==> src/rtl/assert_macros.svh <==
// assertion helpers, clocked on clk and quiet while rst_n is low
`ifndef ASSERT_MACROS_SVH
`define ASSERT_MACROS_SVH

// same-cycle implication
`define TRM_ASSERT_IMPL(label, cond, conseq, msg) \
  label: assert property (@(posedge clk) disable iff (!rst_n) (cond) |-> (conseq)) else $error(msg);

// next-cycle implication
`define TRM_ASSERT_NEXT(label, cond, conseq, msg) \
  label: assert property (@(posedge clk) disable iff (!rst_n) (cond) |=> (conseq)) else $error(msg);

`endif

==> src/rtl/trm_pkg.sv <==
`timescale 1ns / 1ps
package trm_pkg;

  localparam int STAT_COUNT       = 3;
  localparam int MISSED_TICK_BITS = 20;

  localparam int TIME_W   = 48;
  localparam int DELTA_W  = 32;
  localparam int RATE_W   = 56;
  localparam int TOTAL_W  = 48;
  localparam int TICK_W   = 32;
  localparam int DECAY_W  = 16;
  localparam int Q_W      = 17;
  localparam int FRAC_W   = 16;
  localparam int MUL_X_W  = RATE_W - FRAC_W;
  localparam int PROD_W   = MUL_X_W + Q_W;
  localparam int ACC_W    = PROD_W + 1;
  localparam int LO_W     = 2 * FRAC_W + 2;

  localparam logic [Q_W-1:0] Q_ONE = Q_W'(1) << FRAC_W;

  // divider: 64 by 32, two quotient bits a cycle
  localparam int DIV_W      = 64;
  localparam int DIV_STEPS  = 2;
  localparam int DIV_CYCLES = DIV_W / DIV_STEPS;
  localparam int DIV_CNT_W  = $clog2(DIV_CYCLES);

  localparam logic [TICK_W-1:0]  TICK_RESET  = 32'd1000;
  localparam logic [DECAY_W-1:0] DECAY_RESET = 16'd58982;

  localparam int CFG_ADDR_W = 3;
  localparam int CFG_DATA_W = 32;
  localparam int REG_SEL_BIT = 2;
  localparam logic [CFG_ADDR_W-1:0] ADDR_TICK_LENGTH  = 3'd0;
  localparam logic [CFG_ADDR_W-1:0] ADDR_DECAY_FACTOR = 3'd4;

  typedef enum logic [2:0] {
    ST_IDLE,
    ST_DIV,
    ST_POW,
    ST_LANE,
    ST_DONE
  } trm_state_t;

  typedef enum logic [2:0] {
    LS_BLEND_HI,
    LS_BLEND_HI_R,
    LS_BLEND_LO,
    LS_BLEND_LO_R,
    LS_BLEND_WR,
    LS_DECAY_HI,
    LS_DECAY_LO,
    LS_DECAY_WR
  } lane_step_t;

  typedef struct packed {
    logic       start;
    logic       run;
    lane_step_t step;
    logic       n_pos;
    logic       n_gt1;
  } lane_ctl_t;

  function automatic logic [TOTAL_W-1:0] sat_add48(input logic [TOTAL_W-1:0] x,
                                                  input logic [DELTA_W-1:0] d);
    logic [TOTAL_W:0] s;
    s = {1'b0, x} + (TOTAL_W+1)'(d);
    return s[TOTAL_W] ? {TOTAL_W{1'b1}} : s[TOTAL_W-1:0];
  endfunction

endpackage

==> src/rtl/trm_div.sv <==
`timescale 1ns / 1ps
`include "assert_macros.svh"
module trm_div import trm_pkg::*; (
  input  logic                clk,
  input  logic                rst_n,
  input  logic                start,
  input  logic [DIV_W-1:0]    dividend,
  input  logic [TICK_W-1:0]   divisor,
  output logic                done,
  output logic [DIV_W-1:0]    quotient,
  output logic [TICK_W-1:0]   remainder
);

  logic                 busy_r;
  logic                 done_r;
  logic [DIV_CNT_W-1:0] cnt_r;
  logic [DIV_W-1:0]     quo_r, quo_nxt;
  logic [TICK_W-1:0]    rem_r, rem_nxt;
  logic [TICK_W-1:0]    dvs_r;

  // restoring steps, dividend bits shift out of the top as quotient bits enter
  always_comb begin
    logic [TICK_W:0] trial;
    quo_nxt = quo_r;
    rem_nxt = rem_r;
    for (int k = 0; k < DIV_STEPS; k++) begin
      trial   = {rem_nxt, quo_nxt[DIV_W-1]};
      quo_nxt = {quo_nxt[DIV_W-2:0], 1'b0};
      if (trial >= {1'b0, dvs_r}) begin
        rem_nxt    = TICK_W'(trial - {1'b0, dvs_r});
        quo_nxt[0] = 1'b1;
      end else begin
        rem_nxt = trial[TICK_W-1:0];
      end
    end
  end

  always_ff @(posedge clk) begin
    if (!rst_n) begin
      busy_r <= 1'b0;
      done_r <= 1'b0;
      cnt_r  <= '0;
    end else begin
      done_r <= 1'b0;
      if (start) begin
        busy_r <= 1'b1;
        cnt_r  <= DIV_CNT_W'(DIV_CYCLES - 1);
      end else if (busy_r) begin
        cnt_r <= cnt_r - 1'b1;
        if (cnt_r == '0) begin
          busy_r <= 1'b0;
          done_r <= 1'b1;
        end
      end
    end
  end

  always_ff @(posedge clk) begin
    if (start) begin
      quo_r <= dividend;
      rem_r <= '0;
      dvs_r <= divisor;
    end else if (busy_r) begin
      quo_r <= quo_nxt;
      rem_r <= rem_nxt;
    end
  end

  assign done      = done_r;
  assign quotient  = quo_r;
  assign remainder = rem_r;

  `TRM_ASSERT_IMPL(a_div_rem_below_divisor, done_r, rem_r < dvs_r, "remainder not below divisor")

endmodule

==> src/rtl/trm_lane.sv <==
`timescale 1ns / 1ps
`include "assert_macros.svh"
module trm_lane import trm_pkg::*; (
  input  logic               clk,
  input  logic               rst_n,
  input  lane_ctl_t          ctl,
  input  logic [DELTA_W-1:0] delta,
  input  logic [TICK_W-1:0]  tick,
  input  logic [DECAY_W-1:0] decay,
  input  logic [Q_W-1:0]     power,
  output logic [RATE_W-1:0]  rate,
  output logic [TOTAL_W-1:0] total
);

  logic [TOTAL_W-1:0] pending_r;
  logic [RATE_W-1:0]  rate_r;
  logic [TOTAL_W-1:0] total_r;
  logic [DELTA_W-1:0] delta_r;
  logic [ACC_W-1:0]   acc_r;
  logic [LO_W-1:0]    lo_r;

  logic               div_done;
  logic [DIV_W-1:0]   quo;
  logic [TICK_W-1:0]  div_rem;
  logic [RATE_W-1:0]  raw;
  logic [Q_W-1:0]     a_q, b_q;
  logic [MUL_X_W-1:0] mul_x;
  logic [Q_W-1:0]     mul_f;
  logic [PROD_W-1:0]  prod;
  logic [RATE_W-1:0]  mix;

  trm_div u_div (
    .clk      (clk),
    .rst_n    (rst_n),
    .start    (ctl.start),
    .dividend ({pending_r, {FRAC_W{1'b0}}}),
    .divisor  (tick),
    .done     (div_done),
    .quotient (quo),
    .remainder(div_rem)
  );

  // raw rate saturates at the top of the rate range
  assign raw = (quo[DIV_W-1:RATE_W] != '0) ? {RATE_W{1'b1}} : quo[RATE_W-1:0];
  assign a_q = {1'b0, decay};
  assign b_q = Q_ONE - a_q;

  always_comb begin
    mul_x = '0;
    mul_f = '0;
    case (ctl.step)
      LS_BLEND_HI: begin
        mul_x = rate_r[RATE_W-1:FRAC_W];
        mul_f = a_q;
      end
      LS_BLEND_HI_R: begin
        mul_x = raw[RATE_W-1:FRAC_W];
        mul_f = b_q;
      end
      LS_BLEND_LO: begin
        mul_x = MUL_X_W'(rate_r[FRAC_W-1:0]);
        mul_f = a_q;
      end
      LS_BLEND_LO_R: begin
        mul_x = MUL_X_W'(raw[FRAC_W-1:0]);
        mul_f = b_q;
      end
      LS_DECAY_HI: begin
        mul_x = rate_r[RATE_W-1:FRAC_W];
        mul_f = power;
      end
      LS_DECAY_LO: begin
        mul_x = MUL_X_W'(rate_r[FRAC_W-1:0]);
        mul_f = power;
      end
      default: begin
        mul_x = '0;
        mul_f = '0;
      end
    endcase
  end

  assign prod = PROD_W'(mul_x) * PROD_W'(mul_f);
  assign mix  = acc_r[RATE_W-1:0] + RATE_W'(lo_r[LO_W-1:FRAC_W]);

  always_ff @(posedge clk) begin
    if (ctl.start) begin
      delta_r <= delta;
    end
    if (ctl.run) begin
      case (ctl.step)
        LS_BLEND_HI:   acc_r <= ACC_W'(prod);
        LS_BLEND_HI_R: acc_r <= acc_r + ACC_W'(prod);
        LS_BLEND_LO:   lo_r  <= prod[LO_W-1:0];
        LS_BLEND_LO_R: lo_r  <= lo_r + prod[LO_W-1:0];
        LS_DECAY_HI:   acc_r <= ACC_W'(prod);
        LS_DECAY_LO:   lo_r  <= prod[LO_W-1:0];
        default: begin
        end
      endcase
    end
  end

  always_ff @(posedge clk) begin
    if (!rst_n) begin
      pending_r <= '0;
      rate_r    <= '0;
      total_r   <= '0;
    end else if (ctl.run) begin
      case (ctl.step)
        LS_BLEND_WR: begin
          if (ctl.n_pos) begin
            rate_r <= (rate_r == '0) ? raw : mix;
          end
        end
        LS_DECAY_WR: begin
          if (ctl.n_gt1) begin
            rate_r <= mix;
          end
          pending_r <= sat_add48(ctl.n_pos ? '0 : pending_r, delta_r);
          total_r   <= sat_add48(total_r, delta_r);
        end
        default: begin
        end
      endcase
    end
  end

  assign rate  = rate_r;
  assign total = total_r;

  `TRM_ASSERT_IMPL(a_lane_rem_below_tick, div_done, div_rem < tick, "lane remainder not below tick")

endmodule

==> config.mk <==
export PLATFORM = sky130hd
export DESIGN_NAME = trm_lane
export DESIGN_NICKNAME = d
export VERILOG_FILES = /design/src/rtl/trm_pkg.sv /design/src/rtl/trm_div.sv /design/src/rtl/trm_lane.sv
export VERILOG_INCLUDE_DIRS = /design/src /design/src/rtl
export SDC_FILE = /design/constraint.sdc
export NUM_CORES = 2
export LEC_CHECK = 0
export BUFFER_PORTS_ARGS = -buffer_cell sky130_fd_sc_hd__buf_2
export CORE_MARGIN = 1
export CORE_UTILIZATION = 50
export CTS_BUF_LIST = sky130_fd_sc_hd__clkbuf_8
export DETAILED_ROUTE_END_ITERATION = 7
export GPL_TIMING_DRIVEN = 0
export HOLD_SLACK_MARGIN = 0.06
export PLACE_DENSITY = 0.8
export SLEW_MARGIN = 20
export SYNTH_ARGS = -nofsm -noshare
export SYNTH_HDL_FRONTEND = slang
export SYNTH_SLANG_ARGS = --single-unit
export TNS_END_PERCENT = 5
==> constraint.sdc <==
create_clock -name clk -period 13.4 [get_ports clk]
set_input_delay 2.68 -clock clk [delete_from_list [all_inputs] [get_ports clk]]
set_output_delay 2.68 -clock clk [all_outputs]
set_load 0.03 [all_outputs]
==> results by group <==
Status
  • Status: finished, final reports clean

STA
  • Setup_tns: 0 ns
  • Min cycle time layout: between 10 and 15 ns
  • Final Hold Fails: 0
  • Crit share post-route: 0.986
  • PnR worst setup slack: approximately 0.19 ns
  • Hold slack final: a little over 0.5 ns
  • Final setup violation count: 0
  • Max Freq: 75.7 MHz
  • Slew margin rel.: 0.230
  • Final Max Tran Viols: 0
  • Clock Skews: 0.0361 ns
  • Slew @ Worst Pin: roughly 1.1 ns
  • Unrepaired setup endpoints after global routing: yes

Synth
  • Top cell type's share of synthesized area: 0.224
  • Post-Synth Adder-Cell Area: 0.313
  • Main combinational cell family by area after synthesis: adder cells
  • Cell count after synthesis: 6181
  • Syn Area/Cell: 8.32 um^2
  • Synth Register Bits: between 400 and 500
  • XOR/XNOR Fraction of Synth Area: 0.0531
  • Most common cell in the synthesized netlist: nand2_1
  • Post-synth top cells: nand2_1, inv_1, fa_1, a21oi_1, nor2_1
  • Top post-synthesis cells by area: fa_1, edfxtp_1, ha_1, dfxtp_1, nand2_1
  • Share of the yosys chip area belonging to registers: 0.198
  • EDFF count, synth: 202
  • Fraction of registers with async set or reset after synthesis: 0
  • Post-Syn Area: ~0.051 mm^2
  • Mux share of post-synthesis cell area: 0.0117
  • Post-Synth Simple-Gate Area: 0.166
  • Post-Syn Nets: 7228
  • Post-synthesis compound-gate area fraction: 0.177
  • Synth cell types: 83
  • Post-synth top area cell: fa_1
  • Yosys warnings: 0
  • Synth Flop Type: dfxtp_1

Routing
  • Total length of routed wires: approximately 180 mm
  • Routed WL per cell: 22.3 um
  • Post-route ant nets: 0
  • Via count: just under 50000
  • DR iter-0 viols: 5600
  • Remaining DRCs: 0
  • DR vias/cell: 6.09
  • Pre-antenna DRT Iters: 6

Pwr
  • Int Power: 7.12 mW
  • Clock power frac: 0.085
  • Sequential share of power: 0.135
  • Switch share: 0.530
  • Pwr Density: roughly 270 mW/mm^2
  • Psw: 8.04 mW
  • Total power: ~15 mW
  • Peak VDD IR: 0.000348 V
  • Leakage power: 26.4 nW
  • Comb pwr share: 0.780

Finish
  • Syn-to-layout area delta: 10.9%
  • Non-filler cells, final: ~7900
  • Filler cell count: approximately 9000
  • Final net count: 7539
  • Sequential Area: 0.0102 mm^2
  • Layout cells sized above 1: 0.0900
  • Multi-input gate area: between 0.03 and 0.04 mm^2

Setup path
  • R2R cell count: 38
  • WP buf/inv: 6
  • Cell mode on critical path: fa_1
  • Critical Path Source: decay[4]
  • Crit. path cell count: 40
  • FF-to-FF End: acc_r[45]
  • CP Data Required Time: between 10 and 15 ns
  • CP max FO: 10
  • Crit-path leading delay family: adder cells
  • Worst Path Arrival: 13.64 ns
  • Critical Path Sink Type: flip-flop
  • FF-to-FF Start: u_div.quotient[62]
  • Critical path's slowest cell: fa_1
  • Critical Path Sink: acc_r[52]
  • Critical path class: in -> reg
  • Worst Setup Start Kind: input pin
  • Max incr delay on CP: ~0.58 ns
  • Reg2reg setup slack: ~1.9 ns

Clock network
  • H-tree Lvls: 3
  • Clock Pin Slew Worst Setup and Hold Paths: approximately 0.07 ns
  • CTS sink count: about 410
  • Clock Latency Late Sink: 0.70 ns
  • CTS tree: done
  • Number of buffers created by CTS: 70
  • CTS Buffer Depth: 3
  • Root Buffer: clkbuf_8
  • Hold_buf cts: 0

Die
  • Initial Util: 0.505
  • Rows: 117
  • Die width: roughly 320 um
  • Die Ht: 323 um
  • Die ar.: 0.104 mm^2
  • Core Box Area: approximately 0.10 mm^2
  • Top Ports: 210

Worst hold path
  • HP Class: reg -> reg
  • Cells on Worst Hold Path: 2

Global routing
  • Initial antenna violation count: 14
  • Largest net degree at the start of global routing: between 50 and 60
  • Number of global-route vias before repair: roughly 46000
  • First-pass GRT wire length: 269 mm
  • Gr ovfl total: 0
  • Global router's overall resource usage: 0.337

Placed design
  • RePlAce Congestion: 1.05
  • # port buffers: a little over 200
  • Placed Cells: 7772
  • Detailed Place HPWL: between 100 and 150 mm
  • Setup WS pre-CTS: -2.86 ns

Job
  • Max Cap Viol: 0
through the flow:
step	util	instance area [um^2]
after floorplan	-	51400
after global placement	0.532	54200
after detailed placement	0.534	54400
after CTS	0.554	56400
after global routing	0.560	57000
final	0.560	57000
timing repair:
item / in CTS / in global routing
pin swaps: 1 / 27
buffers inserted: 6 / 20
gates resized for setup: 134 / 125
gates cloned: 0 / 0
endpoints found under the setup margin: 48 / 20
worst register-to-register path, delay by kind of cell, from the launching register on:
| family | cells | cell delay, ns |
|---|---|---|
| AOI/OAI and AO/OA | 17 | 4.74 |
| adders and majority gates | 8 | 3.48 |
| buffers and inverters | 5 | 1.12 |
| and+or+nand+nor | 6 | 0.99 |
| DFF | 1 | 0.49 |
| xor gates and xnor gates | 2 | 0.36 |
flip-flops by register name, summed over array words and instances (netlist names):
| name | cells |
|---|---|
| acc_r | 56 |
| delta_r | 32 |
| lo_r | 34 |
| pending_r | 48 |
| rate | 56 |
| total | 48 |
| u_div.busy_r | 1 |
| u_div.cnt_r | 5 |
| u_div.dvs_r | 32 |
| u_div.quotient | 64 |
| u_div.remainder | 32 |
area by class of cell:
class,instances,share of cell area
Multi-Input combinational cell,4662,0.664
Clock buffer,82,0.0198
Buffer,265,0.0204
Tap cell,1368,0.0300
Sequential cell,408,0.179
Timing Repair Buffer,250,0.0249
Antenna cell,7,0.000307
Clock inverter,46,0.00687
Inverter,835,0.0550
power by group through the flow:
stage          logic (mW)  registers [mW]  clock network [mW]
2_1_floorplan        8.33            1.98                   0
3_3_place_gp         10.7            2.05                   0
3_5_place_dp         10.9            2.05                   0
4_1_cts              11.1            2.03                1.28
5_1_grt              12.9            2.05                1.34
6_report             11.8            2.05                1.28
worst min path at each step:
stage / start / end / slack [ns]
2_1_floorplan: pending_r[42] / pending_r[42] / 0.45
3_3_place_gp: pending_r[42] / pending_r[42] / 0.49
3_5_place_dp: pending_r[42] / pending_r[42] / 0.50
4_1_cts: pending_r[37] / pending_r[37] / 0.51
5_1_grt: pending_r[37] / pending_r[37] / 0.54
6_report: u_div.remainder[2] / u_div.remainder[2] / 0.51
placed cells by master (no fill, tap or decap), types with 42 or more instances in the layout:
cell type | Yosys | final
nand2_1 | 891 | 889
nor2_1 | 394 | 386
edfxtp_1 | 202 | 202
ha_1 | 366 | 356
nand2b_1 | 43 | 42
nor2b_1 | 82 | 82
a211oi_1 | 81 | 80
nor3_1 | 92 | 90
and3_1 | 58 | 58
a21o_1 | 159 | 159
nand4_1 | 52 | 52
o21ai_0 | 321 | 313
dfxtp_1 | 206 | 206
xnor2_1 | 163 | 151
clkbuf_8 | 0 | 82
nand3_1 | 98 | 94
mux2i_1 | 45 | 45
and2_1 | 68 | 68
a21oi_1 | 506 | 495
o21bai_1 | 46 | 45
xor2_1 | 149 | 144
fa_1 | 575 | 574
buf_2 | 6 | 213
inv_1 | 834 | 854
clkbuf_1 | 251 | 184
metal layers:
| layer | wire, um | vias to the layer above | global-route usage |
|---|---|---|---|
| li1 | - | 21400 | - |
| met1 | 67600 | 23300 | 0.436 |
| met2 | 76700 | 2826 | 0.507 |
| met3 | 21300 | 660 | 0.0943 |
| met4 | 11300 | 22 | 0.190 |
| met5 | 135 | - | 0 |
kinds of logic after synthesis:
family | after synthesis
compound gates | 1454
buf+inv | 1111
mux | 58
flops | 408
fa+ha+maj | 941
simple gates | 1897
xor+xnor | 312
(Power assumes the default switching activity.)
