$ cat config.mk
export PLATFORM = sky130hd
export DESIGN_NAME = trm_pow
export DESIGN_NICKNAME = d
export VERILOG_FILES = /design/src/rtl/trm_pkg.sv /design/src/rtl/trm_pow.sv
export VERILOG_INCLUDE_DIRS = /design/src /design/src/rtl
export SDC_FILE = /design/constraint.sdc
export NUM_CORES = 1
export LEC_CHECK = 0
export BUFFER_PORTS_ARGS = -buffer_cell sky130_fd_sc_hd__buf_4
export CAP_MARGIN = 20
export CORE_UTILIZATION = 40
export DETAILED_ROUTE_END_ITERATION = 8
export PLACE_DENSITY = 0.56
export SYNTH_ARGS = -nofsm -noshare
export SYNTH_HDL_FRONTEND = slang
export SYNTH_SLANG_ARGS = --single-unit
$ cat constraint.sdc
create_clock -name clk -period 7.1 [get_ports clk]
set_input_delay 0.71 -clock clk [delete_from_list [all_inputs] [get_ports clk]]
set_output_delay 0.71 -clock clk [all_outputs]
set_load 0.05 [all_outputs]
$ cat src/rtl/assert_macros.svh
// assertion helpers, clocked on clk and quiet while rst_n is low
`ifndef ASSERT_MACROS_SVH
`define ASSERT_MACROS_SVH

// same-cycle implication
`define TRM_ASSERT_IMPL(label, cond, conseq, msg) \
  label: assert property (@(posedge clk) disable iff (!rst_n) (cond) |-> (conseq)) else $error(msg);

// next-cycle implication
`define TRM_ASSERT_NEXT(label, cond, conseq, msg) \
  label: assert property (@(posedge clk) disable iff (!rst_n) (cond) |=> (conseq)) else $error(msg);

`endif

$ cat src/rtl/trm_pkg.sv
`timescale 1ns / 1ps
package trm_pkg;

  localparam int STAT_COUNT       = 3;
  localparam int MISSED_TICK_BITS = 20;

  localparam int TIME_W   = 48;
  localparam int DELTA_W  = 32;
  localparam int RATE_W   = 56;
  localparam int TOTAL_W  = 48;
  localparam int TICK_W   = 32;
  localparam int DECAY_W  = 16;
  localparam int Q_W      = 17;
  localparam int FRAC_W   = 16;
  localparam int MUL_X_W  = RATE_W - FRAC_W;
  localparam int PROD_W   = MUL_X_W + Q_W;
  localparam int ACC_W    = PROD_W + 1;
  localparam int LO_W     = 2 * FRAC_W + 2;

  localparam logic [Q_W-1:0] Q_ONE = Q_W'(1) << FRAC_W;

  // divider: 64 by 32, two quotient bits a cycle
  localparam int DIV_W      = 64;
  localparam int DIV_STEPS  = 2;
  localparam int DIV_CYCLES = DIV_W / DIV_STEPS;
  localparam int DIV_CNT_W  = $clog2(DIV_CYCLES);

  localparam logic [TICK_W-1:0]  TICK_RESET  = 32'd1000;
  localparam logic [DECAY_W-1:0] DECAY_RESET = 16'd58982;

  localparam int CFG_ADDR_W = 3;
  localparam int CFG_DATA_W = 32;
  localparam int REG_SEL_BIT = 2;
  localparam logic [CFG_ADDR_W-1:0] ADDR_TICK_LENGTH  = 3'd0;
  localparam logic [CFG_ADDR_W-1:0] ADDR_DECAY_FACTOR = 3'd4;

  typedef enum logic [2:0] {
    ST_IDLE,
    ST_DIV,
    ST_POW,
    ST_LANE,
    ST_DONE
  } trm_state_t;

  typedef enum logic [2:0] {
    LS_BLEND_HI,
    LS_BLEND_HI_R,
    LS_BLEND_LO,
    LS_BLEND_LO_R,
    LS_BLEND_WR,
    LS_DECAY_HI,
    LS_DECAY_LO,
    LS_DECAY_WR
  } lane_step_t;

  typedef struct packed {
    logic       start;
    logic       run;
    lane_step_t step;
    logic       n_pos;
    logic       n_gt1;
  } lane_ctl_t;

  function automatic logic [TOTAL_W-1:0] sat_add48(input logic [TOTAL_W-1:0] x,
                                                  input logic [DELTA_W-1:0] d);
    logic [TOTAL_W:0] s;
    s = {1'b0, x} + (TOTAL_W+1)'(d);
    return s[TOTAL_W] ? {TOTAL_W{1'b1}} : s[TOTAL_W-1:0];
  endfunction

endpackage

$ cat src/rtl/trm_pow.sv
`timescale 1ns / 1ps
`include "assert_macros.svh"
module trm_pow import trm_pkg::*; (
  input  logic                        clk,
  input  logic                        rst_n,
  input  logic                        start,
  input  logic [DECAY_W-1:0]          base,
  input  logic [MISSED_TICK_BITS-1:0] expo,
  output logic                        busy,
  output logic                        done,
  output logic [Q_W-1:0]              power
);

  logic                        busy_r;
  logic                        done_r;
  logic [Q_W-1:0]              p_r;
  logic [DECAY_W-1:0]          b_r;
  logic [MISSED_TICK_BITS-1:0] e_r;
  logic [Q_W+DECAY_W-1:0]      pb;
  logic [2*DECAY_W-1:0]        bb;

  assign pb = (Q_W+DECAY_W)'(p_r) * (Q_W+DECAY_W)'(b_r);
  assign bb = (2*DECAY_W)'(b_r) * (2*DECAY_W)'(b_r);

  always_ff @(posedge clk) begin
    if (!rst_n) begin
      busy_r <= 1'b0;
      done_r <= 1'b0;
    end else begin
      done_r <= 1'b0;
      if (start) begin
        busy_r <= 1'b1;
      end else if (busy_r && e_r == '0) begin
        busy_r <= 1'b0;
        done_r <= 1'b1;
      end
    end
  end

  // square and multiply from the low exponent bit up
  always_ff @(posedge clk) begin
    if (start) begin
      p_r <= Q_ONE;
      b_r <= base;
      e_r <= expo;
    end else if (busy_r && e_r != '0) begin
      if (e_r[0]) begin
        p_r <= pb[Q_W+FRAC_W-1:FRAC_W];
      end
      b_r <= bb[2*DECAY_W-1:FRAC_W];
      e_r <= e_r >> 1;
    end
  end

  assign busy  = busy_r;
  assign done  = done_r;
  assign power = p_r;

  `TRM_ASSERT_IMPL(a_pow_at_most_one, busy_r, p_r <= Q_ONE, "power factor above one")

endmodule

==> flow_summary_export.csv, run 1 <==
group,metric,value,unit
drt,avgViaCountPerCell,4.92,
critical_path,crit_path_end_kind,"flip-flop",
finish,drive_gt1_frac,0.0821,
grt,antenna_found_initial,0,
logic_synthesis,synth-edff-count,36,
sta,clock.fmax,150,MHz
logic_synthesis,synthXorXnorAreaFrac,0.0200,
drt,drt_wl_total,42700,um
critical_path,worstPathCellList,"buf_4 -> nand2_1 -> fa_1 -> inv_1 -> fa_1 -> fa_1 -> fa_1 -> fa_1 -> inv_1 -> fa_1 -> inv_1 -> ha_1 -> nand4_1 -> inv_1 -> o2111ai_1 -> nor3_1 -> a2111oi_2 -> o31ai_1 -> a21oi_2 -> xnor2_1 -> a22o_1",
critical_path,crit_buf_inv,5,
clock_network,postCtsHoldBufs,0,
sta,setup_tns,0,ps
placed_design,gp_congestion,0.859,
critical_path,startpoint_type,"flip-flop",
logic_synthesis,synthMuxAreaShare,0.0158,
logic_synthesis,yosys.area_share.adder,0.565,
logic_synthesis,synth_top_area_frac,0.421,
sta,maxSlewHeadroom,0.309,
clock_network,clk_path_buf_depth,2,
critical_path,path_delay_family,"adder cells",
sta,worst_slew_pin_slew,1040,ps
sta,timing.final.ws_setup,454,ps
logic_synthesis,syn-cell-area,17500,sq um
logic_synthesis,synth.net_count,2501,
grt,grt_pass1_wl,71900,um
critical_path,worstPathArrival,6870,ps
floorplan,num_rows,76,
floorplan,fp.dieArea,44600,sq um
sta,skew,19.7,ps
floorplan,chipWidth,211,um
sta,whs,460,ps
logic_synthesis,yosysWarnings,0,
grt,grtUsageTotal,0.208,
critical_path,max_stage_delay,760,ps
finish,nNetsFinal,2545,
sta,period_needed,6650,ps
clock_network,ctsResizeCount,0,
critical_path,crit_slowest_cell,"edfxtp_1",
clock_network,post_cts_buffers,0,
finish,syn_to_final_growth,8.30,%
drt,antenna_left,0,
logic_synthesis,synthTopCellsByArea,"fa_1 42%, ha_1 14%, inv_1 10%, edfxtp_1 6.2%, and2_1 6.1%",
finish,nFillCells,4269,
logic_synthesis,syn_inst,1892,
drt,drc,0,
hold_path,min_path_type,"flip-flop to flip-flop",
grt,overflow,0,
sta,fin_crit_sh,0.936,
finish,seq_area,1460,sq um
logic_synthesis,synth.distinct_cells,62,
sta,setup_viol,0,
finish,stdcell_count,2522,
clock_network,cts_sinks,55,
finish,final_cell_mix,"478 x inv_1, 368 x fa_1, 241 x nand2_1",
clock_network,clk_latency,340,ps
sta,rsz0062_at_grt,"false",
logic_synthesis,yosys.area.top_type,"fa_1",
run,drv_cap,0,
logic_synthesis,ys_seq_area_frac,0.0835,
logic_synthesis,synthSimpleGateAreaFrac,0.142,
critical_path,worstPathRequired,7320,ps
clock_network,tritoncts,"done",
placed_design,dp_hpwl,34800,um
outcome,status,"finished, final reports clean",
critical_path,path_common_cell,"fa_1",
placed_design,port_buffers,57,
logic_synthesis,synth-compound-area-share,0.0540,
drt,num_vias,12404,
clock_network,cts_made_buffers,5,
logic_synthesis,synth_top_family_by_area,"adder cells",
floorplan,fp.dieH,211,um
grt,grt_pass1_vias,13906,
floorplan,io_pins,58,
critical_path,worstPathMaxFanout,17,
logic_synthesis,syn_area_per_cell,9.25,sq um
logic_synthesis,synth-main-ff-cell,"edfxtp_1",
critical_path,crit_type,"flip-flop to flip-flop",
floorplan,coreArea,43100,sq um
drt,firstDrtPassIters,5,
floorplan,start_util,0.406,
drt,wl_per_cell,16.9,um
clock_network,cts.clk_slew.worst_paths,100,ps
logic_synthesis,ys_ff_latch,55,
placed_design,place_ws,503,ps
logic_synthesis,synth-async-reset-ratio,0,
finish,antenna_cells,0,
finish,multi_input_area,14000,sq um
sta,maxSlewViolCount,0,
drt,initialDrtViolationCount,498,
placed_design,placedCellCount,2514,
finish,mostFrequentLayoutCell,"inv_1",
grt,grt_start_max_net_pins,62,
clock_network,clockRootBuffer,"clkbuf_16",
sta,hold_viol_final,0,
clock_network,htreeDepth,2,
Yosys cell counts (13+ instances only):
master	number
inv_1	478
fa_1	368
nand2_1	241
ha_1	202
and2_1	171
clkbuf_1	74
nor2_1	38
edfxtp_1	36
a21oi_1	34
xnor2_1	27
o21ai_0	26
a21o_1	22
mux2_2	21
dfxtp_1	19
xor2_1	13
flip-flops by register name (all words and copies together) (netlist names):
| name | count |
|---|---|
| done | 1 |
| b_r | 16 |
| power | 17 |
| e_r | 20 |
| busy | 1 |
area by class of cell:
| type | instances | share of cell area |
|---|---|---|
| multi-input cells | 1282 | 0.736 |
| inverters | 478 | 0.0946 |
| flip-flops and latches | 55 | 0.0771 |
| repair buffers | 114 | 0.0458 |
| well taps | 585 | 0.0386 |
| clock buffers | 5 | 0.00660 |
| clock inverters | 3 | 0.00152 |
worst reg2reg max path: stages (launching register included):
cell and delay [ps]:
edfxtp_1 760, buf_4 360, nand2_1 110, fa_1 510
inv_1 60, fa_1 550, fa_1 420, fa_1 470
fa_1 500, inv_1 60, fa_1 470, inv_1 40
ha_1 350, nand4_1 110, inv_1 90, o2111ai_1 100
nor3_1 470, a2111oi_2 170, o31ai_1 490, a21oi_2 120
xnor2_1 130, a22o_1 190
layer usage:
layer	global-route usage	vias to the layer above	wire length (um)
met5	0	-	0
met3	0.0138	58	1020
met2	0.378	192	22300
met4	0.0630	0	1090
li1	-	5748	-
met1	0.263	6406	18300
logic make-up (layout without fill, tap and decap cells):
| family | Yosys count | count (layout) |
|---|---|---|
| buf+inv | 555 | 600 |
| fa+ha+maj | 570 | 570 |
| mux | 25 | 25 |
| xor+xnor | 40 | 40 |
| flops | 55 | 55 |
| simple gates | 510 | 510 |
| compound gates | 137 | 137 |
final timing paths:
path	from	end	slack, ps	depth (start not counted)
worst min register to register	busy	done	460	2
worst max register to register	b_r[12]	power[11]	450	21
worst min-delay path	busy	done	460	2
worst max-delay path	b_r[12]	power[11]	450	21
stage by stage:
stage | util | cell area, sq um
after global routing | 0.440 | 19000
after global placement | 0.437 | 18800
after detailed placement | 0.437 | 18800
after floorplan | - | 17500
final | 0.440 | 19000
after CTS | 0.440 | 19000
Power of run 1 is left out: the tool's default activity adds up to more than one toggle a clock period on the data nets, which glitch-free logic cannot reach.
==> run 2, diff against run 1 <==
ABC_AREA = 1   (was not set)
==> flow_summary_export.csv, run 2 <==
group,metric,value,unit
outcome,status,"finished, final reports clean",
logic_synthesis,synthSimpleGateAreaFrac,0.201,
sta,hold_viol_final,0,
sta,skew,16.3,ps
clock_network,clk_latency,350,ps
placed_design,port_buffers,57,
logic_synthesis,yosys.area.top_type,"fa_1",
critical_path,path_delay_family,"adder cells",
critical_path,reg2reg_depth,21,
drt,firstDrtPassIters,5,
critical_path,crit_path_end,"b_r[8]",
sta,maxSlewHeadroom,0.348,
logic_synthesis,synth_top_family_by_area,"adder cells",
critical_path,worstPathRequired,7220,ps
drt,drc,0,
critical_path,crit_buf_inv,5,
placed_design,gp_congestion,0.927,
sta,fin_crit_sh,0.884,
floorplan,io_pins,58,
critical_path,timing.rr.end,"b_r[8]",
sta,maxSlewViolCount,0,
clock_network,htreeDepth,2,
logic_synthesis,syn-cell-area,19600,sq um
logic_synthesis,ys_seq_area_frac,0.0745,
critical_path,startpoint_type,"flip-flop",
logic_synthesis,synth-main-ff-cell,"edfxtp_1",
grt,overflow,0,
critical_path,max_stage_delay,930,ps
finish,largest_reg_flops,20,
sta,period_needed,6280,ps
grt,antenna_found_initial,0,
critical_path,path_common_cell,"fa_1",
logic_synthesis,synth-compound-area-share,0.0380,
hold_path,min_path_type,"flip-flop to flip-flop",
grt,grt_pass1_wl,88600,um
hold_path,hp-start,"busy",
logic_synthesis,synthTopCellsByArea,"fa_1 38%, inv_1 15%, nand2_1 14%, ha_1 13%, edfxtp_1 5.5%",
critical_path,ff2ff_setup_slack,820,ps
clock_network,cts_made_buffers,5,
finish,nNetsFinal,3284,
drt,initialDrtViolationCount,868,
logic_synthesis,synth.distinct_cells,39,
logic_synthesis,ys_top_cells_by_count,"799 x inv_1, 744 x nand2_1, 368 x fa_1, 202 x ha_1, 106 x nor2_1",
drt,drt_wl_total,52500,um
sta,setup_tns,0,ps
floorplan,start_util,0.408,
logic_synthesis,synth-async-reset-ratio,0,
critical_path,crit_slowest_cell,"edfxtp_1",
finish,mostFrequentLayoutCell,"inv_1",
critical_path,crit_start,"b_r[8]",
logic_synthesis,syn_area_per_cell,7.34,sq um
floorplan,fp.dieH,223,um
logic_synthesis,synthMuxAreaShare,0,
clock_network,clockRootBuffer,"clkbuf_16",
sta,rsz0062_at_grt,"false",
placed_design,dp_hpwl,43000,um
drt,avgViaCountPerCell,4.81,
clock_network,cts_sinks,55,
finish,syn_to_final_growth,6.47,%
logic_synthesis,ys_ff_latch,55,
floorplan,chipWidth,223,um
floorplan,num_rows,80,
critical_path,worstPathArrival,6390,ps
logic_synthesis,synth_top_area_frac,0.376,
run,drv_cap,0,
finish,regMostFlops,"e_r",
critical_path,worstPathMaxFanout,18,
logic_synthesis,synthXorXnorAreaFrac,0.00714,
drt,antenna_left,0,
clock_network,cts.clk_slew.worst_paths,100,ps
logic_synthesis,synth-edff-count,36,
finish,final_cell_mix,"799 x inv_1, 744 x nand2_1, 368 x fa_1",
finish,antenna_cells,0,
clock_network,tritoncts,"done",
critical_path,crit_type,"flip-flop to flip-flop",
critical_path,reg2reg_from,"b_r[8]",
sta,clock.fmax,159,MHz
clock_network,clk_path_buf_depth,2,
logic_synthesis,syn_inst,2674,
sta,setup_viol,0,
logic_synthesis,yosysWarnings,0,
grt,grt_pass1_vias,17191,
clock_network,ctsResizeCount,0,
critical_path,worstPathCellList,"buf_4 -> nand2_1 -> fa_1 -> inv_1 -> fa_1 -> fa_1 -> fa_1 -> fa_1 -> inv_1 -> fa_1 -> inv_1 -> ha_1 -> nand2_1 -> nor2_1 -> inv_1 -> nor3_1 -> o21ai_0 -> nand3_1 -> nand2_1 -> nand3_1 -> nand2_1",
grt,grt_start_max_net_pins,60,
logic_synthesis,yosys.area_share.adder,0.504,
floorplan,coreArea,48000,sq um
drt,wl_per_cell,16.0,um
sta,worst_slew_pin_slew,978,ps
grt,grtUsageTotal,0.225,
clock_network,postCtsHoldBufs,0,
drt,num_vias,15829,
critical_path,crit_path_end_kind,"flip-flop",
logic_synthesis,synth.net_count,3283,
clock_network,post_cts_buffers,0,
critical_path,worstSetupPathDepth,21,
floorplan,fp.dieArea,49900,sq um
logic_synthesis,synth_most_common_cell,"inv_1",
finish,drive_gt1_frac,0.0482,
## run 2: cell types whose count changed after synthesis, sizes merged, moves of 21 or more
| cell | previous run | this run |
|---|---|---|
| xnor2 | 27 | 5 |
| nand2 | 241 | 752 |
| a21oi | 37 | 78 |
| and2 | 172 | 1 |
| inv | 478 | 801 |
| nor2 | 38 | 108 |
| mux2 | 21 | 0 |
| nand3 | 12 | 79 |
| clkbuf | 74 | 98 |
## run 2: layout make-up
| class | count | area [sq um] |
|---|---|---|
| well taps | 615 | 769 |
| repair buffers | 101 | 766 |
| inverters | 801 | 3010 |
| clock buffers | 6 | 139 |
| fillers | 5015 | 27200 |
| flip-flops and latches | 55 | 1460 |
| clock inverters | 2 | 18.8 |
| multi-input cells | 1711 | 14700 |
## run 2: cells by family after synthesis
kind of cell,count (synthesis)
simple gates,986
compound gates,139
flops,55
xor+xnor,16
fa+ha+maj,570
buf+inv,908
## run 2: routing by layer
metal / vias to the layer above / track usage / routed length (um)
met5: - / 0 / 0
met4: 0 / 0.0400 / 774
met3: 46 / 0.0294 / 2170
met2: 329 / 0.397 / 26000
met1: 7784 / 0.297 / 23600
li1: 7670 / - / -
## run 2: worst min path at each step
stage	end	slack (ps)	cells past startpoint
floorplan	e_r[10]	510	2
global placement	e_r[7]	530	2
CTS	done	550	2
detailed placement	done	530	2
global route	done	570	2
finish	done	550	2
## run 2: per-stage QoR
step / setup slack [ps] / util / instances / cell area (sq um) / hold WS, ps
floorplan: 1410 / - / 2674 / 19600 / 513
global placement: 751 / 0.431 / 3282 / 20700 / 527
global route: 357 / 0.435 / 3291 / 20900 / 572
detailed placement: 740 / 0.431 / 3282 / 20700 / 534
CTS: 711 / 0.434 / 3290 / 20900 / 547
finish: 820 / 0.435 / 3291 / 20900 / 550
## run 2: worst min-delay path, cell delays in order (launching register included)
cell and delay [ps]:
dfxtp_1 360, nand3_1 90, nor2_1 60
Power of run 2 is left out for the same reason.
