**config.mk**
```make
export PLATFORM = sky130hd
export DESIGN_NAME = trm_div
export DESIGN_NICKNAME = d
export VERILOG_FILES = /design/src/rtl/trm_pkg.sv /design/src/rtl/trm_div.sv
export VERILOG_INCLUDE_DIRS = /design/src /design/src/rtl
export SDC_FILE = /design/constraint.sdc
export NUM_CORES = 1
export LEC_CHECK = 0
export BUFFER_PORTS_ARGS = -buffer_cell sky130_fd_sc_hd__buf_2
export CAP_MARGIN = 0
export CORE_MARGIN = 4
export CORE_UTILIZATION = 44
export DETAILED_ROUTE_END_ITERATION = 12
export HOLD_SLACK_MARGIN = 0.03
export PLACE_DENSITY = 0.71
export SETUP_SLACK_MARGIN = 0.2
export SLEW_MARGIN = 20
export SYNTH_ARGS = -nofsm -noshare
export SYNTH_HDL_FRONTEND = slang
export SYNTH_SLANG_ARGS = --single-unit
```
**constraint.sdc**
```tcl
create_clock -name clk -period 9.5 [get_ports clk]
set_clock_uncertainty 0.05 [all_clocks]
set_input_delay 1.9 -clock clk [delete_from_list [all_inputs] [get_ports clk]]
set_output_delay 1.9 -clock clk [all_outputs]
set_load 0.02 [all_outputs]
```
**src/rtl/assert_macros.svh**
```systemverilog
// assertion helpers, clocked on clk and quiet while rst_n is low
`ifndef ASSERT_MACROS_SVH
`define ASSERT_MACROS_SVH

// same-cycle implication
`define TRM_ASSERT_IMPL(label, cond, conseq, msg) \
  label: assert property (@(posedge clk) disable iff (!rst_n) (cond) |-> (conseq)) else $error(msg);

// next-cycle implication
`define TRM_ASSERT_NEXT(label, cond, conseq, msg) \
  label: assert property (@(posedge clk) disable iff (!rst_n) (cond) |=> (conseq)) else $error(msg);

`endif

```
**src/rtl/trm_pkg.sv**
```systemverilog
`timescale 1ns / 1ps
package trm_pkg;

  localparam int STAT_COUNT       = 3;
  localparam int MISSED_TICK_BITS = 20;

  localparam int TIME_W   = 48;
  localparam int DELTA_W  = 32;
  localparam int RATE_W   = 56;
  localparam int TOTAL_W  = 48;
  localparam int TICK_W   = 32;
  localparam int DECAY_W  = 16;
  localparam int Q_W      = 17;
  localparam int FRAC_W   = 16;
  localparam int MUL_X_W  = RATE_W - FRAC_W;
  localparam int PROD_W   = MUL_X_W + Q_W;
  localparam int ACC_W    = PROD_W + 1;
  localparam int LO_W     = 2 * FRAC_W + 2;

  localparam logic [Q_W-1:0] Q_ONE = Q_W'(1) << FRAC_W;

  // divider: 64 by 32, two quotient bits a cycle
  localparam int DIV_W      = 64;
  localparam int DIV_STEPS  = 2;
  localparam int DIV_CYCLES = DIV_W / DIV_STEPS;
  localparam int DIV_CNT_W  = $clog2(DIV_CYCLES);

  localparam logic [TICK_W-1:0]  TICK_RESET  = 32'd1000;
  localparam logic [DECAY_W-1:0] DECAY_RESET = 16'd58982;

  localparam int CFG_ADDR_W = 3;
  localparam int CFG_DATA_W = 32;
  localparam int REG_SEL_BIT = 2;
  localparam logic [CFG_ADDR_W-1:0] ADDR_TICK_LENGTH  = 3'd0;
  localparam logic [CFG_ADDR_W-1:0] ADDR_DECAY_FACTOR = 3'd4;

  typedef enum logic [2:0] {
    ST_IDLE,
    ST_DIV,
    ST_POW,
    ST_LANE,
    ST_DONE
  } trm_state_t;

  typedef enum logic [2:0] {
    LS_BLEND_HI,
    LS_BLEND_HI_R,
    LS_BLEND_LO,
    LS_BLEND_LO_R,
    LS_BLEND_WR,
    LS_DECAY_HI,
    LS_DECAY_LO,
    LS_DECAY_WR
  } lane_step_t;

  typedef struct packed {
    logic       start;
    logic       run;
    lane_step_t step;
    logic       n_pos;
    logic       n_gt1;
  } lane_ctl_t;

  function automatic logic [TOTAL_W-1:0] sat_add48(input logic [TOTAL_W-1:0] x,
                                                  input logic [DELTA_W-1:0] d);
    logic [TOTAL_W:0] s;
    s = {1'b0, x} + (TOTAL_W+1)'(d);
    return s[TOTAL_W] ? {TOTAL_W{1'b1}} : s[TOTAL_W-1:0];
  endfunction

endpackage

```
**src/rtl/trm_div.sv**
```systemverilog
`timescale 1ns / 1ps
`include "assert_macros.svh"
module trm_div import trm_pkg::*; (
  input  logic                clk,
  input  logic                rst_n,
  input  logic                start,
  input  logic [DIV_W-1:0]    dividend,
  input  logic [TICK_W-1:0]   divisor,
  output logic                done,
  output logic [DIV_W-1:0]    quotient,
  output logic [TICK_W-1:0]   remainder
);

  logic                 busy_r;
  logic                 done_r;
  logic [DIV_CNT_W-1:0] cnt_r;
  logic [DIV_W-1:0]     quo_r, quo_nxt;
  logic [TICK_W-1:0]    rem_r, rem_nxt;
  logic [TICK_W-1:0]    dvs_r;

  // restoring steps, dividend bits shift out of the top as quotient bits enter
  always_comb begin
    logic [TICK_W:0] trial;
    quo_nxt = quo_r;
    rem_nxt = rem_r;
    for (int k = 0; k < DIV_STEPS; k++) begin
      trial   = {rem_nxt, quo_nxt[DIV_W-1]};
      quo_nxt = {quo_nxt[DIV_W-2:0], 1'b0};
      if (trial >= {1'b0, dvs_r}) begin
        rem_nxt    = TICK_W'(trial - {1'b0, dvs_r});
        quo_nxt[0] = 1'b1;
      end else begin
        rem_nxt = trial[TICK_W-1:0];
      end
    end
  end

  always_ff @(posedge clk) begin
    if (!rst_n) begin
      busy_r <= 1'b0;
      done_r <= 1'b0;
      cnt_r  <= '0;
    end else begin
      done_r <= 1'b0;
      if (start) begin
        busy_r <= 1'b1;
        cnt_r  <= DIV_CNT_W'(DIV_CYCLES - 1);
      end else if (busy_r) begin
        cnt_r <= cnt_r - 1'b1;
        if (cnt_r == '0) begin
          busy_r <= 1'b0;
          done_r <= 1'b1;
        end
      end
    end
  end

  always_ff @(posedge clk) begin
    if (start) begin
      quo_r <= dividend;
      rem_r <= '0;
      dvs_r <= divisor;
    end else if (busy_r) begin
      quo_r <= quo_nxt;
      rem_r <= rem_nxt;
    end
  end

  assign done      = done_r;
  assign quotient  = quo_r;
  assign remainder = rem_r;

  `TRM_ASSERT_IMPL(a_div_rem_below_divisor, done_r, rem_r < dvs_r, "remainder not below divisor")

endmodule

```
==> metrics.md, run 1 <==
| Metric | Value |
|---|---|
| Status | finished clean |
| CP max-delay cell | buf_4 |
| RSZ-0062 raised after global routing | no |
| DR DRC count | 0 |
| EDFF count, synth | 96 |
| WP data required | about 9.7 ns |
| Post-synth ARST share | 0% |
| Site Rows | 52 |
| DP Worst Slack | roughly 2.7 ns |
| Cells after synthesis | 923 |
| PwrDens | 314 nW/µm² |
| Core Region | 20,200 µm² |
| # port buffers | 195 |
| Root buf cell | clkbuf_16 |
| Peak supply drop | 0.151 mV |
| CP max stage delay | 0.56 ns |
| Worst Tran Pin Value | about 0.84 ns |
| Last weighted congestion value of the routability-driven placer | 0.923 |
| Clock transition at path regs | 0.06 ns |
| GRT overflow | 0 |
| N_diodes | 0 |
| Ports | 196 |
| Worst setup endpoint | remainder[17] |
| CTS buffer count | 17 |
| Hold Buf Count CTS | 0 |
| CTS tree | done |
| Final setup vio count | 0 |
| Die H | 152 µm |
| Worst slew margin | 44.1% |
| Min-delay worst type | reg -> reg |
| Critical Path Start Type | register |
| Vias per cell | 5.57 |
| Post-route clock period utilization | 72.2% |
| Postcts setup bufs | 0 |
| R2R setup slack | between 2 and 3 ns |
| # nets final | 1,277 |
| Share of the synthesized area in the top cell type | 31.8% |
| Leak | 4.85 nW |
| DRT iter0 DRCs | 416 |
| Routed vias | approximately 7,800 |
| Detailed-route wire length | 25,700 µm |
| Final WS setup | 2.64 ns |
| Max-slew violations | 0 |
| Die width | approximately 150 µm |
| Cell family contributing the most delay on the critical path | compound AO/OA/AOI/OAI gates |
| Largest net degree at the start of global routing | 65 |
| Critical Path Start | dvs_r[17] |
| Ratio of cells with drive above 1 in the final layout | 28.9% |
| Vias in the first global route | 7,843 |
| Critical path class | reg -> reg |
| Clock Sinks | between 100 and 150 |
| DR pass1 iterations | 5 |
| Most used cell, CP | and3_1 |
| Fillcell total | 1,849 |
| Post-synthesis register bit count | 135 |
| Worst-Skew Late Latency | 0.43 ns |
| Synth area leader | edfxtp_1 |
| Syn_area_per_cell | about 9.8 µm² |
| Crit Path Max Fanout | 45 |
| Levels on crit path | 21 |
| Sequential fraction of the synthesis area | between 40% and 50% |
| Setup_tns | 0 ns |
| CP Cell Sequence | inv_1 > ha_1 > and3_1 > or4b_1 > a211oi_1 > a2111oi_2 > nor2_1 > a21o_2 > buf_4 > mux2_2 > ha_1 > and3_1 > and3_1 > a221o_1 > a21boi_1 > o21ba_2 > a211oi_1 > nor3_4 > buf_4 > mux2i_1 > o21ai_1 |
| Routed wire length per instance | 18.5 µm |
| Yosys warning count | 0 |
| Max-cap viol count | 0 |
| Worst Path Arrival | 7.09 ns |
| CTS Buffer Depth | 2 |
| Initial Util | 44.8% |
| Final Hold Fails | 0 |
| Post_cts resized | 0 |
| Tot GR Track Use | approximately 23% |
| Area Growth Syn to Fin | 19.7% |
| Synth Flop Type | edfxtp_1 |
| Crit. End Element | register |
| Die Area | 23,000 µm² |
| Bufs and invs on worst path | 3 |
| Antenna violations before repair | 2 |
| Unique masters post-synth | between 60 and 70 |
| Reg-to-reg endpoint | remainder[17] |
| Post-route ant nets | 0 |
| Syn nets | around 1,100 |
| Fmax | 146 MHz |
| Final min period | 6.86 ns |
| Worst R2R Start | dvs_r[17] |
| CTS H-tree lvls | 4 |
| Netlist area before placement | between 9000 and 10,000 µm² |
| Reg2Reg Depth | 21 |
| Ranking of synthesized cells by area | edfxtp_1 32%, ha_1 9.1%, mux2_2 9.1% |
| HPWL Detailed | 19,300 µm |
| Global-route wire length before repair | ~40,000 µm |
[flip-flops by register name, summed over array words and instances (netlist names)]
signal / count
remainder: 32
dvs_r: 32
cnt_r: 5
quotient: 64
busy_r: 1
done: 1
[worst min path at each step]
stage,slack (ns),cells past startpoint,endpoint,start
2_1_floorplan,0.47,2,done,cnt_r[4]
3_3_place_gp,0.42,2,remainder[17],remainder[17]
3_5_place_dp,0.43,2,remainder[7],remainder[7]
4_1_cts,0.44,2,remainder[7],remainder[7]
5_1_grt,0.47,2,remainder[7],remainder[7]
6_report,0.44,2,remainder[7],remainder[7]
[power by group]
group | internal [mW] | leakage [nW] | switching (mW)
sequential | 0.728 | 1.28 | 0.0721
combinational | 0.774 | 3.28 | 1.16
clock | 0.372 | 0.284 | 0.300
[cell usage after synthesis, drive strengths merged (5+ instances only)]
master and number:
mux2i 11, a211oi 27, edfxtp 96, a21o 22
nor3 16, inv 57, xnor2 39, and3 8
a31o 5, o211ai 7, nor2b 9, nor2 96
mux2 74, nand4 9, a21oi 106, o21bai 10
clkbuf 22, ha 66, o21ai 38, nand3 20
dfxtp 39, nand2 51, buf 12, xor2 19
o31ai 6
[metal layers]
metal  up-vias  global-route usage [%]  routed length, µm
met5         -                       0                 21
met4         4                    7.68                585
met3        48                    6.93               2320
met2       309                    37.6              12100
met1      3630                    28.4              10700
li1       3762                       -                  -
[logic make-up (layout without fill, tap and decap cells)]
family / after synthesis / in the layout / share of synthesized area [%]
AOI/OAI and AO/OA: 254 / 254 / 17.9
muxes: 85 / 85 / 10.5
and+or+nand+nor: 232 / 232 / 11.9
buffers and inverters: 91 / 291 / 4.16
DFF: 135 / 135 / 40.4
xor gates and xnor gates: 58 / 58 / 5.61
adders and majority gates: 68 / 68 / 9.55
[cell type report]
| cell class | instances | area [µm²] | share of cell area (%) |
|---|---|---|---|
| sequential | 135 | 3660 | 33.8 |
| clock inverter | 15 | 154 | 1.42 |
| inverter | 57 | 214 | 1.97 |
| tap | 270 | 338 | 3.11 |
| timing repair buffer | 202 | 1030 | 9.50 |
| clock buffer | 17 | 425 | 3.92 |
| multi-input combinational | 697 | 5020 | 46.3 |
[cell usage in the layout (no fill, tap or decap), drive strengths merged, types with 3 or more instances in the layout]
cell type | netlist | final
o211ai | 7 | 7
and3 | 8 | 8
xor2 | 19 | 19
o211a | 3 | 3
nand4 | 9 | 9
a31o | 5 | 5
a21o | 22 | 22
a211oi | 27 | 27
or4b | 3 | 3
mux2 | 74 | 74
buf | 12 | 202
o31ai | 6 | 6
ha | 66 | 66
a31oi | 3 | 3
nor3 | 16 | 16
edfxtp | 96 | 96
inv | 57 | 68
a21boi | 4 | 4
nor2b | 9 | 9
o21a | 4 | 4
dfxtp | 39 | 39
o21bai | 10 | 10
nand3 | 20 | 20
clkbuf | 22 | 17
mux2i | 11 | 11
xnor2 | 39 | 39
a21oi | 106 | 106
nor2 | 96 | 96
and2 | 4 | 4
o21ai | 38 | 38
nand2b | 4 | 4
nand2 | 51 | 51
[per-stage QoR]
step / util, % / instance area (µm²) / hold WS, ns / instances / total power [mW]
5_1_grt: 53.6 / 10800 / 0.467 / 1393 / 3.65
2_1_floorplan: - / 9060 / 0.468 / 923 / 2.30
3_5_place_dp: 50.8 / 10300 / 0.428 / 1361 / 2.71
6_report: 53.6 / 10800 / 0.435 / 1393 / 3.40
4_1_cts: 53.6 / 10800 / 0.438 / 1393 / 3.40
3_3_place_gp: 50.8 / 10300 / 0.420 / 1361 / 2.70
[worst min-delay path: cells and delay by family, from the launching register on]
kind            cells  cell delay (ns)
compound gates      1             0.05
flops               1             0.33
simple gates        1             0.06
Note: power is estimated with default switching activity, not from simulation.
==> run 2: changes to the inputs <==
--- a/config.mk
+++ b/config.mk
@@ -12,7 +12,7 @@
 export CORE_UTILIZATION = 44
 export DETAILED_ROUTE_END_ITERATION = 12
 export HOLD_SLACK_MARGIN = 0.03
-export PLACE_DENSITY = 0.71
+export PLACE_DENSITY = 0.73
 export SETUP_SLACK_MARGIN = 0.2
 export SLEW_MARGIN = 20
 export SYNTH_ARGS = -nofsm -noshare
==> constraint.sdc (replaced) <==
create_clock -name clk -period 6.2 [get_ports clk]
set_clock_uncertainty 0.05 [all_clocks]
set_input_delay 1.24 -clock clk [delete_from_list [all_inputs] [get_ports clk]]
set_output_delay 1.24 -clock clk [all_outputs]
set_load 0.02 [all_outputs]
==> run 2 against run 1 <==
  * Sequential cell count stayed put
  * Setup slack worse by 2.2 ns
  * Clock-buffer cell count is the same
  * Die area unchanged
  * Cell area grew 1.5%
  * First-iteration DRC count up 7.7%
  * Critical endpoint is now remainder[15]
  * Largest cell class unchanged
==> metrics.md, run 2 (synthesized netlist as in run 1, its figures left out) <==
| Metric | Value |
|---|---|
| # port buffers | 195 (unchanged) |
| Most common cell after layout, fill and taps aside | buf_2 |
| Final Hold Fails | 0 (unchanged) |
| CTS Buffer Depth | 2 (unchanged) |
| Largest register FFs | 64 (unchanged) |
| Initial Util | 44.8% (unchanged) |
| DR DRC count | 0 (unchanged) |
| Final setup vio count | 0 (unchanged) |
| Multi-input logic area | 5080 µm² (+1.1%) |
| CP max stage delay | 0.44 ns (-0.12 ns) |
| RSZ-0062 raised after global routing | yes |
| Post-route clock period utilization | 92.5% (+20 points) |
| CP max-delay cell | or4b_1 |
| Status | finished clean |
| Worst R2R Start | quotient[63] |
| Global-route wire length before repair | 40,700 µm (-0.41%) |
| GRT overflow | 0 (unchanged) |
| DR pass1 iterations | 5 (unchanged) |
| Last weighted congestion value of the routability-driven placer | 0.943 (+2.2%) |
| WP data required | 6.50 ns (-3.23 ns) |
| Max-cap viol count | 0 (unchanged) |
| Die Area | 23,000 µm² (unchanged) |
| CTS buffer count | 17 (unchanged) |
| Clock Sinks | 135 (unchanged) |
| WHS Endpoint | remainder[17] |
| Routed wire length per instance | 18.6 µm (+0.37%) |
| Most frequent cells in the layout | 194 x buf_2, 103 x a21oi_1, 96 x nor2_1, 96 x edfxtp_1, 73 x mux2_2 |
| Util after Layout | 54.4% (+0.81 points) |
| Bufs and invs on worst path | 3 (unchanged) |
| Core Region | 20,200 µm² (unchanged) |
| Routed vias | 7,855 (+1.3%) |
| Crit. End Element | register |
| Worst Tran Pin Value | 0.838 ns (-0.00130 ns) |
| Max-slew violations | 0 (unchanged) |
| Reg-to-reg endpoint | remainder[15] |
| HPWL Detailed | 19,500 µm (+1.1%) |
| Fillcell total | 1,817 (-1.7%) |
| Tot GR Track Use | 22.6% (-0.19 points) |
| N_diodes | 0 (unchanged) |
| R2R setup slack | 0.46 ns (-2.18 ns) |
| Total power | 5.34 mW (+57%) |
| Site Rows | 52 (unchanged) |
| Worst-Skew Late Latency | 0.43 ns (about the same) |
| Clock transition at path regs | 0.07 ns (about the same) |
| Post-route ant nets | 0 (unchanged) |
| Root buf cell | clkbuf_16 |
| Largest net degree at the start of global routing | 65 (unchanged) |
| Fmax | 174 MHz (+19%) |
| Cell family contributing the most delay on the critical path | compound AO/OA/AOI/OAI gates |
| Vias in the first global route | 7,839 (-0.051%) |
| Peak supply drop | 0.257 mV (+70%) |
| Register area | 3660 µm² (unchanged) |
| Ports | 196 (unchanged) |
| Setup_tns | 0 ns (unchanged) |
| Die width | 152 µm (unchanged) |
| Worst Path Arrival | 6.03 ns (-1.06 ns) |
| Die H | 152 µm (unchanged) |
| CTS H-tree lvls | 4 (unchanged) |
| Area Growth Syn to Fin | 21.5% |
| Hold Buf Count CTS | 0 (unchanged) |
| CTS tree | done |
| DRT iter0 DRCs | 448 (+7.7%) |
| PwrDens | 485 nW/µm² (+55%) |
| # nets final | 1,286 (+0.70%) |
| Antenna violations before repair | 4 (+2) |
| Worst slew margin | 44.1% (+0.087 points) |
| Min-delay worst type | reg -> reg |
| Critical path class | reg -> reg |
| Critical Path Start Type | register |
| Final min period | 5.74 ns (-1.12 ns) |
| Detailed-route wire length | 26,000 µm (+1.0%) |
| CP Cell Sequence | inv_1 > ha_1 > inv_1 > fa_1 > a21o_1 > o21ai_0 > a31oi_1 > a21oi_2 > o21bai_1 > a211oi_1 > o21ai_0 > xnor2_1 > mux2_2 > ha_1 > and3_1 > or4b_1 > a21boi_2 > o21ba_2 > a211oi_2 > nor3_4 > buf_12 > nor4_1 > a21oi_1 > a211oi_2 |
| Ratio of cells with drive above 1 in the final layout | 30.4% (+1.5 points) |
| WHS Path Cells | 2 (unchanged) |
| Vias per cell | 5.60 (+0.67%) |
| Leak | 4.91 nW (+1.2%) |
| Reg2Reg Depth | 24 (+14%) |
| Crit Path Max Fanout | 26 (-42%) |
| Hold wc startpoint | remainder[17] |
==> run 2: cell types whose count changed in the layout (fill, tap and decap cells not counted), moves of 2 or more <==
| cell | delta |
|---|---|
| buf_12 | +3 |
| buf_4 | +6 |
| a211oi_2 | +3 |
| a211oi_1 | -3 |
| a21oi_1 | -2 |
==> run 2: layer usage <==
| metal | up-vias | track usage [%] | routed length [µm] |
|---|---|---|---|
| li1 | 3782 | - | - |
| met1 | 3691 | 28.4 | 10700 |
| met2 | 327 | 37.9 | 12400 |
| met3 | 49 | 6.34 | 2200 |
| met4 | 6 | 6.78 | 614 |
| met5 | - | 0 | 43 |
==> run 2: layout make-up <==
type | instances | share of cell area, %
Sequential cell | 135 | 33.3
Clock inverter | 15 | 1.44
Timing Repair Buffer | 211 | 10.3
Tap cell | 270 | 3.07
Clock buffer | 17 | 3.86
Multi-Input combinational cell | 697 | 46.1
Inverter | 57 | 1.94
==> run 2: stage by stage <==
step / worst slack, ns / instances / instance area [µm²] / hold slack, ns
after global placement: 0.359 / 1366 / 10300 / 0.430
after global routing: 0.194 / 1402 / 11000 / 0.486
final: 0.463 / 1402 / 11000 / 0.449
after detailed placement: 0.240 / 1366 / 10300 / 0.437
after floorplan: 0.631 / 923 / 9060 / 0.468
after CTS: 0.280 / 1398 / 10900 / 0.446
==> run 2: tightest hold or removal path, cell delays in order (launching register included) <==
cell	delay, ns
dfxtp_1	0.34
nand2_1	0.06
o21ai_1	0.05
==> run 2: how the worst max path moves through the flow <==
| stage | startpoint | to | slack, ns | cells past startpoint |
|---|---|---|---|---|
| after floorplan | remainder[12] | remainder[30] | 0.63 | 23 |
| after global routing | quotient[63] | remainder[15] | 0.19 | 24 |
| after detailed placement | dvs_r[5] | remainder[31] | 0.24 | 24 |
| after CTS | dvs_r[1] | remainder[15] | 0.28 | 24 |
| final | quotient[63] | remainder[15] | 0.46 | 24 |
| after global placement | dvs_r[1] | remainder[15] | 0.36 | 24 |
==> run 2: where the power goes <==
| part | internal, mW | total, mW | switching [mW] |
|---|---|---|---|
| Clock | 0.570 | 1.03 | 0.461 |
| Sequential | 1.11 | 1.23 | 0.113 |
| Combinational | 1.28 | 3.09 | 1.80 |
==> run 2: repair_timing <==
action | 4_1_cts | 5_1_grt
pin swaps | 0 | 2
setup buffers | 0 | 4
endpoints found under the setup margin | 1 | 33
gates resized for setup | 1 | 13
==> run 3: changes to the inputs <==
--- a/config.mk
+++ b/config.mk
@@ -13,7 +13,9 @@
 export DETAILED_ROUTE_END_ITERATION = 12
 export HOLD_SLACK_MARGIN = 0.03
 export PLACE_DENSITY = 0.73
+export RECOVER_POWER = 100
 export SETUP_SLACK_MARGIN = 0.2
+export SKIP_CTS_REPAIR_TIMING = 1
 export SLEW_MARGIN = 20
 export SYNTH_ARGS = -nofsm -noshare
 export SYNTH_HDL_FRONTEND = slang
==> constraint.sdc (replaced) <==
create_clock -name clk -period 6.2 [get_ports clk]
set_clock_uncertainty 0.05 [all_clocks]
set_input_delay 1.24 -clock clk [delete_from_list [all_inputs] [get_ports clk]]
set_output_delay 1.24 -clock clk [all_outputs]
set_load 0.05 [all_outputs]
==> run 3 against run 2 <==
  * The flow now finishes with violations (capacitance limit, slew limit)
  * Non-clock buffer count unchanged
  * Setup slack got worse by 0.065 ns
  * Cell area decreased by 1.3%
  * Clock-buffer cell count unchanged
  * Register-to-register slack got worse by 0.07 ns
  * Combinational power increased by 6.5%
  * Global-route usage unchanged
  * Clock power about the same
  * Routed wire length decreased by 0.33%
  * Critical path depth decreased by 1
  * Sequential cell count unchanged
  * Die area unchanged
  * Critical endpoint is now remainder[30]
  * Largest power group unchanged
==> metrics.md, run 3 (synthesized netlist as in run 1, its figures left out) <==
| Metric | Value |
|---|---|
| N_diodes | 0 (unchanged) |
| Largest net degree at the start of global routing | 65 (unchanged) |
| Routed vias | 7,871 (+0.20%) |
| Vias per cell | 5.61 (+0.20%) |
| Max-slew violations | 194 (+194) |
| # port buffers | 195 (unchanged) |
| Vias in the first global route | 7,839 (unchanged) |
| DR pass1 iterations | 5 (unchanged) |
| Min-delay worst type | reg -> reg |
| Failing checks | capacitance limit, slew limit |
| Leak | 4.58 nW (-6.7%) |
| Area Growth Syn to Fin | 19.9% |
| Worst-Skew Late Latency | 0.43 ns (about the same) |
| Worst slew margin | -126% (-170 points) |
| Worst Tran Pin Value | 3.39 ns (+2.56 ns) |
| WP data required | 6.47 ns (-0.03 ns) |
| WHS Path Cells | 2 (unchanged) |
| R2R setup slack | 0.40 ns (-0.07 ns) |
| Largest register FFs | 64 (unchanged) |
| CTS H-tree lvls | 4 (unchanged) |
| Clock Sinks | 135 (unchanged) |
| # nets final | 1,286 (unchanged) |
| Site Rows | 52 (unchanged) |
| Final setup vio count | 0 (unchanged) |
| Most common cell after layout, fill and taps aside | a21oi_1 |
| Reg2Reg Depth | 23 (-4.2%) |
| Final min period | 5.80 ns (+0.0651 ns) |
| Worst R2R Start | dvs_r[10] |
| Last weighted congestion value of the routability-driven placer | 0.943 (unchanged) |
| Crit Path Max Fanout | 14 (-46%) |
| Initial Util | 44.8% (unchanged) |
| Worst Path Arrival | 6.07 ns (+0.04 ns) |
| CTS buffer count | 17 (unchanged) |
| Clock transition at path regs | 0.07 ns (about the same) |
| Post-route clock period utilization | 93.6% (+1.0 points) |
| Global-route wire length before repair | 40,700 µm (unchanged) |
| Hold wc startpoint | remainder[17] |
| Core Region | 20,200 µm² (unchanged) |
| Critical path class | reg -> reg |
| Status | finished with violations |
| Total power | 5.55 mW (+3.9%) |
| GRT overflow | 0 (unchanged) |
| Die H | 152 µm (unchanged) |
| WHS Endpoint | remainder[17] |
| Die width | 152 µm (unchanged) |
| Routed wire length per instance | 18.5 µm (-0.33%) |
| Final Hold Fails | 0 (unchanged) |
| Setup_tns | 0 ns (unchanged) |
| RSZ-0062 raised after global routing | yes |
| DR DRC count | 0 (unchanged) |
| Reg-to-reg endpoint | remainder[30] |
| Fmax | 172 MHz (-1.1%) |
| Post-route ant nets | 0 (unchanged) |
| Critical Path Start Type | register |
| Most frequent cells in the layout | 103 x a21oi_1, 102 x clkbuf_1, 96 x nor2_1, 96 x edfxtp_1, 96 x buf_2 |
| Max-cap viol count | 4 (+4) |
| Detailed-route wire length | 25,900 µm (-0.33%) |
| HPWL Detailed | 19,500 µm (unchanged) |
| Die Area | 23,000 µm² (unchanged) |
| Root buf cell | clkbuf_16 |
| Peak supply drop | 0.256 mV (-0.64%) |
| PwrDens | 511 nW/µm² (+5.3%) |
| DRT iter0 DRCs | 429 (-4.2%) |
| Antenna violations before repair | 4 (unchanged) |
| Ports | 196 (unchanged) |
| Crit. End Element | register |
| Ratio of cells with drive above 1 in the final layout | 20.9% (-9.5 points) |
| CTS Buffer Depth | 2 (unchanged) |
| Util after Layout | 53.7% (-0.72 points) |
| CTS tree | done |
| Tot GR Track Use | 22.6% (unchanged) |
[run 3: changes by cell type in the layout (fill, tap and decap cells not counted), sizes merged]
cell / delta
buf: -103
clkbuf: +103
inv: -1
clkinv: +1
[run 3: routing by layer]
layer	global-route usage, %	wire length [µm]	share of wire [%]	vias up
met5	0	23	0.089	-
met4	6.78	607	2.3	6
met3	6.34	2140	8.3	46
met2	37.9	12400	48	330
met1	28.4	10700	41	3697
li1	-	-	-	3792
[run 3: how the worst max path moves through the flow]
stage,slack [ns],startpoint,end
6_report,0.40,dvs_r[10],remainder[30]
5_1_grt,0.08,dvs_r[10],remainder[15]
4_1_cts,0.19,dvs_r[5],remainder[15]
2_1_floorplan,0.44,remainder[12],remainder[30]
3_5_place_dp,0.24,dvs_r[5],remainder[31]
3_3_place_gp,0.36,dvs_r[1],remainder[15]
[run 3: critical path, cell delays in order, from the launching register on]
cell and delay [ns]:
edfxtp_1 0.36, inv_1 0.09, ha_1 0.31, a21oi_4 0.22
o211ai_1 0.14, a41o_1 0.31, a2111oi_1 0.48, nor2_1 0.12
a21o_4 0.27, buf_4 0.21, nor2_1 0.12, a21oi_2 0.07
fa_1 0.47, a211oi_1 0.32, nor2_1 0.13, a21oi_1 0.29
o211ai_1 0.19, a211o_1 0.30, o211ai_1 0.18, nor2_1 0.10
a211oi_2 0.28, nor3_1 0.08, or4_1 0.46, o211a_1 0.13
[run 3: final cells by class]
class | count | area, µm²
Clock buffer | 17 | 425
Sequential cell | 135 | 3660
Timing Repair Buffer | 211 | 996
Multi-Input combinational cell | 697 | 5070
Inverter | 57 | 214
Fill cell | 1847 | 9370
Clock inverter | 15 | 159
Tap cell | 270 | 338
[run 3: metrics by stage]
step | instances | cell area, µm² | worst slack [ns] | hold slack (ns)
after floorplan | 923 | 9060 | 0.441 | 0.468
after global placement | 1366 | 10300 | 0.359 | 0.430
after detailed placement | 1366 | 10300 | 0.240 | 0.437
after CTS | 1398 | 10900 | 0.188 | 0.446
after global routing | 1402 | 10900 | 0.0810 | 0.489
final | 1402 | 10900 | 0.397 | 0.453
[run 3: power by group]
part	total, mW	switching (mW)	internal, mW
clock network	1.03	0.463	0.570
registers	1.23	0.116	1.12
logic	3.29	2.03	1.25
total	5.55	2.61	2.94
